<file path="config.mk">
export PLATFORM = sky130hd
export DESIGN_NAME = si2d_point
export DESIGN_NICKNAME = d
export VERILOG_FILES = /design/src/sv/si2d_pkg.sv /design/src/sv/si2d_point.sv
export SDC_FILE = /design/constraint.sdc
export NUM_CORES = 1
export LEC_CHECK = 0
export ABC_CLOCK_PERIOD_IN_PS = 9710
export BUFFER_PORTS_ARGS = -buffer_cell sky130_fd_sc_hd__buf_2
export CORE_AREA = 5 5 296 298
export CTS_BUF_LIST = sky130_fd_sc_hd__clkbuf_2
export DETAILED_ROUTE_END_ITERATION = 7
export DIE_AREA = 0 0 301 303
export GPL_TIMING_DRIVEN = 1
export HOLD_SLACK_MARGIN = 0.03
export PLACE_DENSITY = 0.51
export REMOVE_ABC_BUFFERS = 1
export SYNTH_ARGS = -nofsm -noshare
export SYNTH_HDL_FRONTEND = slang
export SYNTH_SLANG_ARGS = --single-unit
export TNS_END_PERCENT = 30
</file>
<file path="constraint.sdc">
create_clock -name clock -period 9.71 [get_ports clock]
set_clock_uncertainty 0.2 [all_clocks]
set_input_delay 1.4565 -clock clock [delete_from_list [all_inputs] [get_ports clock]]
set_output_delay 1.4565 -clock clock [all_outputs]
set_load 0.02 [all_outputs]
</file>
<file path="src/sv/si2d_pkg.sv">
// shared widths, status codes and payload types for the segment intersection core
package si2d_pkg;
   localparam int COORD_WIDTH = 16;
   localparam int FRAC_BITS   = 16;
   localparam int PARAM_WIDTH = FRAC_BITS + 1;
   localparam int DIFF_WIDTH  = COORD_WIDTH + 1;
   localparam int PROD_WIDTH  = 2 * DIFF_WIDTH;
   localparam int CROSS_WIDTH = PROD_WIDTH + 1;
   localparam int STATUS_WIDTH = 2;

   localparam logic [STATUS_WIDTH-1:0] STATUS_MISS     = 2'd0;
   localparam logic [STATUS_WIDTH-1:0] STATUS_HIT      = 2'd1;
   localparam logic [STATUS_WIDTH-1:0] STATUS_COLINEAR = 2'd2;

   typedef struct packed {
      logic signed [COORD_WIDTH-1:0] p0_x;
      logic signed [COORD_WIDTH-1:0] p0_z;
      logic signed [COORD_WIDTH-1:0] p1_x;
      logic signed [COORD_WIDTH-1:0] p1_z;
      logic signed [COORD_WIDTH-1:0] q0_x;
      logic signed [COORD_WIDTH-1:0] q0_z;
      logic signed [COORD_WIDTH-1:0] q1_x;
      logic signed [COORD_WIDTH-1:0] q1_z;
   } req_type;

   typedef struct packed {
      logic [STATUS_WIDTH-1:0]       status;
      logic signed [COORD_WIDTH-1:0] hit_x;
      logic signed [COORD_WIDTH-1:0] hit_z;
      logic [PARAM_WIDTH-1:0]        t_param;
      logic [PARAM_WIDTH-1:0]        u_param;
   } rsp_type;

   // one division step: shift remainder in, subtract when it fits
   typedef struct packed {
      logic [CROSS_WIDTH-1:0] rem;
      logic [PARAM_WIDTH-1:0] quo;
   } div_type;

   function automatic div_type div_step(div_type d, logic [CROSS_WIDTH-1:0] den);
      logic [CROSS_WIDTH:0] sh;
      div_type r;
      sh = {d.rem, 1'b0};
      r.quo = {d.quo[PARAM_WIDTH-2:0], 1'b0};
      r.rem = sh[CROSS_WIDTH-1:0];
      if (sh >= {1'b0, den}) begin
         r.rem = CROSS_WIDTH'(sh - {1'b0, den});
         r.quo[0] = 1'b1;
      end
      return r;
   endfunction
endpackage

</file>
<file path="src/sv/si2d_point.sv">
// back stages: scale delta by t, form the point, zero fields unless the status is a hit
module si2d_point import si2d_pkg::*; (
   input  logic                          clock,
   input  logic                          reset,
   input  logic                          adv,
   input  logic                          in_valid,
   input  logic [PARAM_WIDTH-1:0]        in_tq,
   input  logic [PARAM_WIDTH-1:0]        in_uq,
   input  logic [STATUS_WIDTH-1:0]       in_status,
   input  logic signed [COORD_WIDTH-1:0] in_p0_x,
   input  logic signed [COORD_WIDTH-1:0] in_p0_z,
   input  logic signed [DIFF_WIDTH-1:0]  in_ax,
   input  logic signed [DIFF_WIDTH-1:0]  in_az,
   output logic                          out_valid,
   output rsp_type                       out_data
);
   localparam int MW = PARAM_WIDTH + 1 + DIFF_WIDTH;

   logic v1_ff, v2_ff;
   logic signed [MW-1:0] mx_ff, mz_ff;
   logic [PARAM_WIDTH-1:0] tq_ff, uq_ff;
   logic [STATUS_WIDTH-1:0] st_ff;
   logic signed [COORD_WIDTH-1:0] px_ff, pz_ff;
   logic signed [MW-1:0] sx, sz;
   logic hit;
   rsp_type res_ff, res_in;

   // valid bits
   always_ff @(posedge clock) begin
      if (reset) begin
         v1_ff <= 1'b0;
         v2_ff <= 1'b0;
      end else if (adv) begin
         v1_ff <= in_valid;
         v2_ff <= v1_ff;
      end
   end

   // shift, add, and mask result fields
   always_comb begin
      sx = mx_ff >>> FRAC_BITS;
      sz = mz_ff >>> FRAC_BITS;
      hit = (st_ff == STATUS_HIT);
      res_in.status  = st_ff;
      res_in.hit_x   = hit ? COORD_WIDTH'(px_ff + sx[COORD_WIDTH-1:0]) : '0;
      res_in.hit_z   = hit ? COORD_WIDTH'(pz_ff + sz[COORD_WIDTH-1:0]) : '0;
      res_in.t_param = hit ? tq_ff : '0;
      res_in.u_param = hit ? uq_ff : '0;
   end

   always_ff @(posedge clock) begin
      if (adv) begin
         mx_ff <= $signed({1'b0, in_tq}) * in_ax;
         mz_ff <= $signed({1'b0, in_tq}) * in_az;
         tq_ff <= in_tq;
         uq_ff <= in_uq;
         st_ff <= in_status;
         px_ff <= in_p0_x;
         pz_ff <= in_p0_z;
         res_ff <= res_in;
      end
   end

   assign out_valid = v2_ff;
   assign out_data  = res_ff;
endmodule

</file>
==> out/qor.yml, run 1 <==
cts:
  ctsHtreeMaxLevel: 4
  cts.repair.resized: 0
  cts_buffers: 17
  cts_hold_buf: 0
  cts.sinks: 170
  cts_buffer_depth: 2
  cts_tree: "yes"
  cts_setup_buffers: 0
  cts.root.buffer_cell: "clkbuf_2"
  clk_latency_ns: 0.91
  path_clk_slew_ns: 0.33
synthesis:
  yosysTopAreaCell: "fa_1"
  ys_types: 61
  synth_ff_type: "edfxtp_1"
  synth_warnings: 0
  synth_edf_count: 168
  async_reset_ff_frac: 0
  synth_area_per_cell_sq_um: 9.99
  synth_seq_cells: 170
  netlist_area_sq_mm: 0.0252
  synth_top_area_share: 0.356
  yosys-top-cells-area: "fa_1 (36%), edfxtp_1 (20%), ha_1 (12%)"
  yosysSeqAreaShare: 0.202
  syn-instance-count: 2521
global_route:
  grt_use_met2: 0.237
  grt_max_degree: 91
  grt_use_met3: 0.0200
  grt_pass1_vias: 18172
  grt_usage: 0.136
  met1_usage: 0.185
  grt_pass1_wl_um: 98900
  busiest_layer: "met2"
  grt_overflow: 0
  antenna_found_initial: 3
timing:
  grt_setup_unrepaired: "no"
  slew_headroom: 0.315
  timing.final.max_slew_violations: 0
  worst_pin_slew_ns: 1.03
  tns_ns: 0
  fin_crit_sh: 0.709
  timing.fmax_mhz: 145
  finalHoldViolations: 0
  setup_violations: 0
  post-route-min-period_ns: 6.89
final_layout:
  multiInputGateArea_sq_mm: 0.0176
  seq_area_sq_mm: 0.00508
  layout-drive-gt1-share: 0.0868
  area_growth_pct: 8.99
  n_fill_cell: 8835
  final_nets: 3420
  postLayoutCoreUtil: 0.324
routing:
  wl_per_cell_um: 15.7
  vias: 16451
  drc_errors: 0
  drt_pass1_iterations: 5
  drt-total-wl_um: 59500
  drtAntennaViolNets: 0
  viasPerCell: 4.35
  dr.first_iter.drc_count: 605
place:
  io_buffers: 174
  dpl.hpwl_um: 46400
  gp_congestion: 0.784
floorplan:
  die_h_um: 303
  top_level_ports: 175
  rows: 107
  initial_core_util: 0.298
  dieWidth_um: 301
  dieArea_sq_mm: 0.0912
  core_area_sq_mm: 0.0846
power_and_ir_drop:
  pwr_density_cell_mw_per_mm2: 361
  p_leak_nw: 13.4
  ir_worst_vdd_mv: 0.375
worst_setup_path:
  crit_path_top_delay_cell: "buf_2"
  crit_fanout: 35
  crit_type: "input pin to flip-flop"
  crit_path_cell_trace: "buf_2 -> nand2_1 -> fa_1 -> inv_1 -> fa_1 -> inv_1 -> fa_1 -> inv_1 -> fa_1 -> fa_1 -> inv_1 -> fa_1 -> inv_1 -> ha_1 -> a21o_1 -> a21oi_1 -> nand2b_1 -> a21oi_1 -> o31ai_2 -> nor3b_2 -> o31ai_1 -> xnor2_1"
  slowest_delay_ns: 0.61
  startpoint_type: "input pin"
  critPathMostFrequentCell: "fa_1"
  cp.required_ns: 10.25
  endpoint_kind: "flip-flop"
  cp-startpoint: "in_tq[7]"
  cp_num_buf_inv: 6
  crit_arrival_ns: 7.42
  r2r_start: "px_ff[0]"
  path_delay_family: "adder cells"
worst_hold_path:
  hp-start: "tq_ff[11]"
  min_path_type: "flip-flop to flip-flop"
run:
  maxCapViolCount: 0
run_status:
  status: "finished, final reports clean"
## state kept, by name, indices dropped and copies added (netlist names)
| signal | cells |
|---|---|
| uq_ff | 17 |
| mz_ff | 16 |
| px_ff | 16 |
| pz_ff | 16 |
| tq_ff | 17 |
| st_ff | 2 |
| mx_ff | 16 |
| out_valid | 1 |
| v1_ff | 1 |
| out_data | 68 |
## report_power, final
part           internal, mW  leakage, nW  switching, mW
registers              1.29         1.71         0.0505
logic                  3.45         11.6           4.70
clock network         0.107        0.145          0.313
## worst reg2reg max path, cell delays in order, from the launching register on
cell,delay [ns]
edfxtp_1,0.40
ha_1,0.17
inv_1,0.06
fa_1,0.38
nor2b_1,0.17
o21ai_1,0.09
a21oi_1,0.21
o21ai_1,0.13
a31oi_1,0.40
o21ai_1,0.15
xor2_1,0.22
nor2_1,0.06
## metal layers
metal	share of wire	up-vias
met2	0.49	222
met4	0.0068	0
li1	-	7878
met3	0.029	27
met5	0	-
met1	0.47	8324
## final timing paths
path | endpoint | slack (ns) | depth (start not counted)
min | out_data[28] | 0.28 | 1
max reg2reg | out_data[64] | 6.88 | 11
min reg2reg | out_data[28] | 0.28 | 1
max | mz_ff[26] | 2.82 | 22
## synthesized netlist by cell type, drive strengths merged, types with 4 or more instances
cell type and n:
xnor2 34, fa 448, o21bai 6, xor2 25, a221oi 4, o21ai 43
ha 242, a31oi 7, nor3 19, nand4 7, o21a 7, clkbuf 94
edfxtp 168, nand2b 25, a21oi 56, a21o 30, a21boi 4, nor2 63
inv 558, and2 317, nand2 285, a211oi 4, nand3 6, and3 9
nor2b 12, or3 4
## area by class of cell
class	instances	area share
Multi-Input combinational cell	1695	0.643
Sequential cell	170	0.185
Inverter	559	0.0764
Tap cell	1144	0.0522
Timing Repair Buffer	181	0.0340
Clock inverter	14	0.00556
Clock buffer	18	0.00328
Antenna cell	5	0.000456
## placed cells by master, fill, tap and decap left out, drive strengths merged, types with 12 or more instances in the layout
master,Yosys,routed
nor3,19,19
nand2b,25,25
ha,242,242
edfxtp,168,168
and2,317,317
nor2,63,63
nand2,285,285
nor2b,12,12
buf,3,180
clkbuf,94,19
fa,448,448
inv,558,566
a21o,30,30
o21ai,43,43
xor2,25,25
xnor2,34,34
a21oi,56,56
## cells by family (layout without fill, tap and decap cells)
| logic type | count (synthesis) | after routing | synth area share |
|---|---|---|---|
| flip-flops | 170 | 170 | 0.202 |
| multiplexers | 3 | 3 | 0.00119 |
| XOR/XNOR | 59 | 59 | 0.0205 |
| buffers and inverters | 656 | 772 | 0.0978 |
| adder cells (fa/ha/maj) | 690 | 690 | 0.476 |
| other | 0 | 5 | 0 |
| AND/OR/NAND/NOR | 760 | 760 | 0.155 |
| AO/OA/AOI/OAI | 183 | 183 | 0.0474 |
## through the flow
stage / power, mW / instance area (sq um) / hold WS [ns] / worst slack [ns] / std cells
CTS: 10.1 / 27400 / 0.228 / 2.93 / 3781
global placement: 9.60 / 27200 / 0.281 / 1.86 / 3749
detailed placement: 9.55 / 27200 / 0.285 / 1.78 / 3749
finish: 9.91 / 27400 / 0.278 / 2.82 / 3786
floorplan: 7.64 / 24800 / 0.241 / 2.96 / 2424
global route: 11.2 / 27400 / 0.276 / 2.61 / 3784
No activity file was read; power rests on OpenSTA's default activity.
==> inputs of run 2 (changes only) <==
Settings changed: ABC_CLOCK_PERIOD_IN_PS 9710 to 6700.
Clock period 9.71 ns to 6.7 ns, I/O delays scaled along.
==> run 2 against run 1 <==
Compared with the run above: sequential share of layout area shrank 1.5 points; via count rose by 5.2%; largest cell class unchanged; power grew 72%; die area unchanged; wire length increased by 3.1%; largest power group unchanged; sequential power increased by 45%; global-route usage grew 0.45 points; utilization up 2.9 points; critical path depth fell by 1; combinational power grew 78%; cell area grew 8.9%; first-iteration DRC count increased by 15%.
==> out/qor.yml, run 2 (synthesis results as in run 1) <==
global_route:
  grt_pass1_wl_um: 102000
  grt_max_degree: 98
  grt_pass1_vias: 18985
  grt_overflow: 0
  grt_usage: 0.140
  antenna_found_initial: 5
timing:
  setup_violations: 0
  finalHoldViolations: 0
  timing.final.max_slew_violations: 0
  slew_headroom: 0.392
  fin_crit_sh: 0.912
  hold-worst-slack_ns: 0.282
  grt_setup_unrepaired: "no"
  worst_slack_ns: 0.589
  tns_ns: 0
  post-route-min-period_ns: 6.11
  worst_pin_slew_ns: 0.910
  timing.fmax_mhz: 164
worst_setup_path:
  startpoint_type: "input pin"
  rr_endpoint: "out_data[64]"
  crit_type: "input pin to flip-flop"
  r2r_start: "mx_ff[16]"
  r2r_setup_slack_ns: 3.91
  cp.required_ns: 7.20
  reg2regPathDepth: 11
  crit_fanout: 15
  endpoint_kind: "flip-flop"
  crit_arrival_ns: 6.61
routing:
  viasPerCell: 4.25
  vias: 17311
  wl_per_cell_um: 15.1
  drtAntennaViolNets: 0
  drt_pass1_iterations: 5
  drt-total-wl_um: 61400
  dr.first_iter.drc_count: 697
  drc_errors: 0
floorplan:
  top_level_ports: 175
  dieWidth_um: 301
  rows: 107
  core_area_sq_mm: 0.0846
  dieArea_sq_mm: 0.0912
  die_h_um: 303
  initial_core_util: 0.298
place:
  place_area_sq_mm: 0.0291
  gp_congestion: 0.805
  io_buffers: 174
  dpl.hpwl_um: 52200
  pre_cts_ws_ns: -0.423
  placed_cells_incl_taps: 3988
cts:
  cts.repair.resized: 0
  cts_buffer_depth: 2
  cts_hold_buf: 53
  cts_buffers: 17
  clk_latency_ns: 0.89
  cts.sinks: 170
  path_clk_slew_ns: 0.33
  ctsHtreeMaxLevel: 4
  cts.root.buffer_cell: "clkbuf_2"
  cts_tree: "yes"
  cts_setup_buffers: 0
power_and_ir_drop:
  ir_worst_vdd_mv: 0.531
  power.total_mw: 17.0
  p_leak_nw: 14.9
  pwr_density_cell_mw_per_mm2: 570
worst_hold_path:
  min_path_type: "flip-flop to flip-flop"
  hp-start: "uq_ff[14]"
  worstHoldPathCells: 1
  min_to: "out_data[14]"
run_status:
  status: "finished, final reports clean"
run:
  maxCapViolCount: 0
final_layout:
  final_cell_count_no_fill: 4076
  largest_reg_flops: 68
  final_common_cell: "inv_1"
  area_growth_pct: 18.7
  postLayoutCoreUtil: 0.353
  final_nets: 3712
  layout-drive-gt1-share: 0.160
  mostFrequentLayoutCells: "inv_1 (556), fa_1 (448), and2_1 (317), nand2_1 (285), ha_1 (242)"
  stdcell_area_sq_mm: 0.0299
run 2: cell count changes in the layout (fill, tap and decap cells not counted), sizes merged:
cell,previous run,this run
buf,180,419
bufinv,1,0
clkinvlp,2,3
diode,5,3
dlygate4sd3,0,53
run 2: worst max-delay path by stage:
stage	from	end	cells past startpoint
finish	in_tq[7]	mx_ff[31]	21
floorplan	in_az[5]	mz_ff[24]	20
global route	in_tq[10]	mz_ff[26]	21
global placement	in_tq[10]	mx_ff[30]	21
CTS	in_tq[10]	mx_ff[31]	21
detailed placement	in_tq[10]	mz_ff[26]	21
run 2: final cells by class:
type	count	area [sq um]
timing repair buffer	473	3410
multi-input combinational	1695	17600
clock buffer	18	90.1
fill	8732	54700
sequential	170	5080
inverter	559	2100
antenna	3	7.51
clock inverter	14	128
tap	1144	1430
run 2: power breakdown:
group	total (mW)	switching, mW	internal (mW)
registers	1.94	0.0685	1.87
clock network	0.549	0.433	0.115
logic	14.5	7.31	7.23
run 2: critical path, stage by stage:
cell and delay [ns]:
buf_2 0.35, buf_12 0.18, nand2_1 0.07, fa_1 0.54, inv_1 0.05, fa_1 0.58, fa_1 0.45, fa_1 0.46
fa_1 0.54, inv_1 0.06, fa_1 0.48, inv_1 0.05, ha_1 0.30, a21oi_1 0.18, o21ai_0 0.13, a21oi_1 0.24
o21ai_1 0.12, a41o_1 0.26, a211o_1 0.28, a21oi_1 0.18, xnor2_1 0.08
run 2: routing by layer:
metal,vias up,GRT usage,share of wire
met5,-,0,0
met4,0,0.0221,0.012
met3,39,0.0194,0.028
met2,228,0.249,0.50
met1,8578,0.187,0.46
li1,8466,-,-
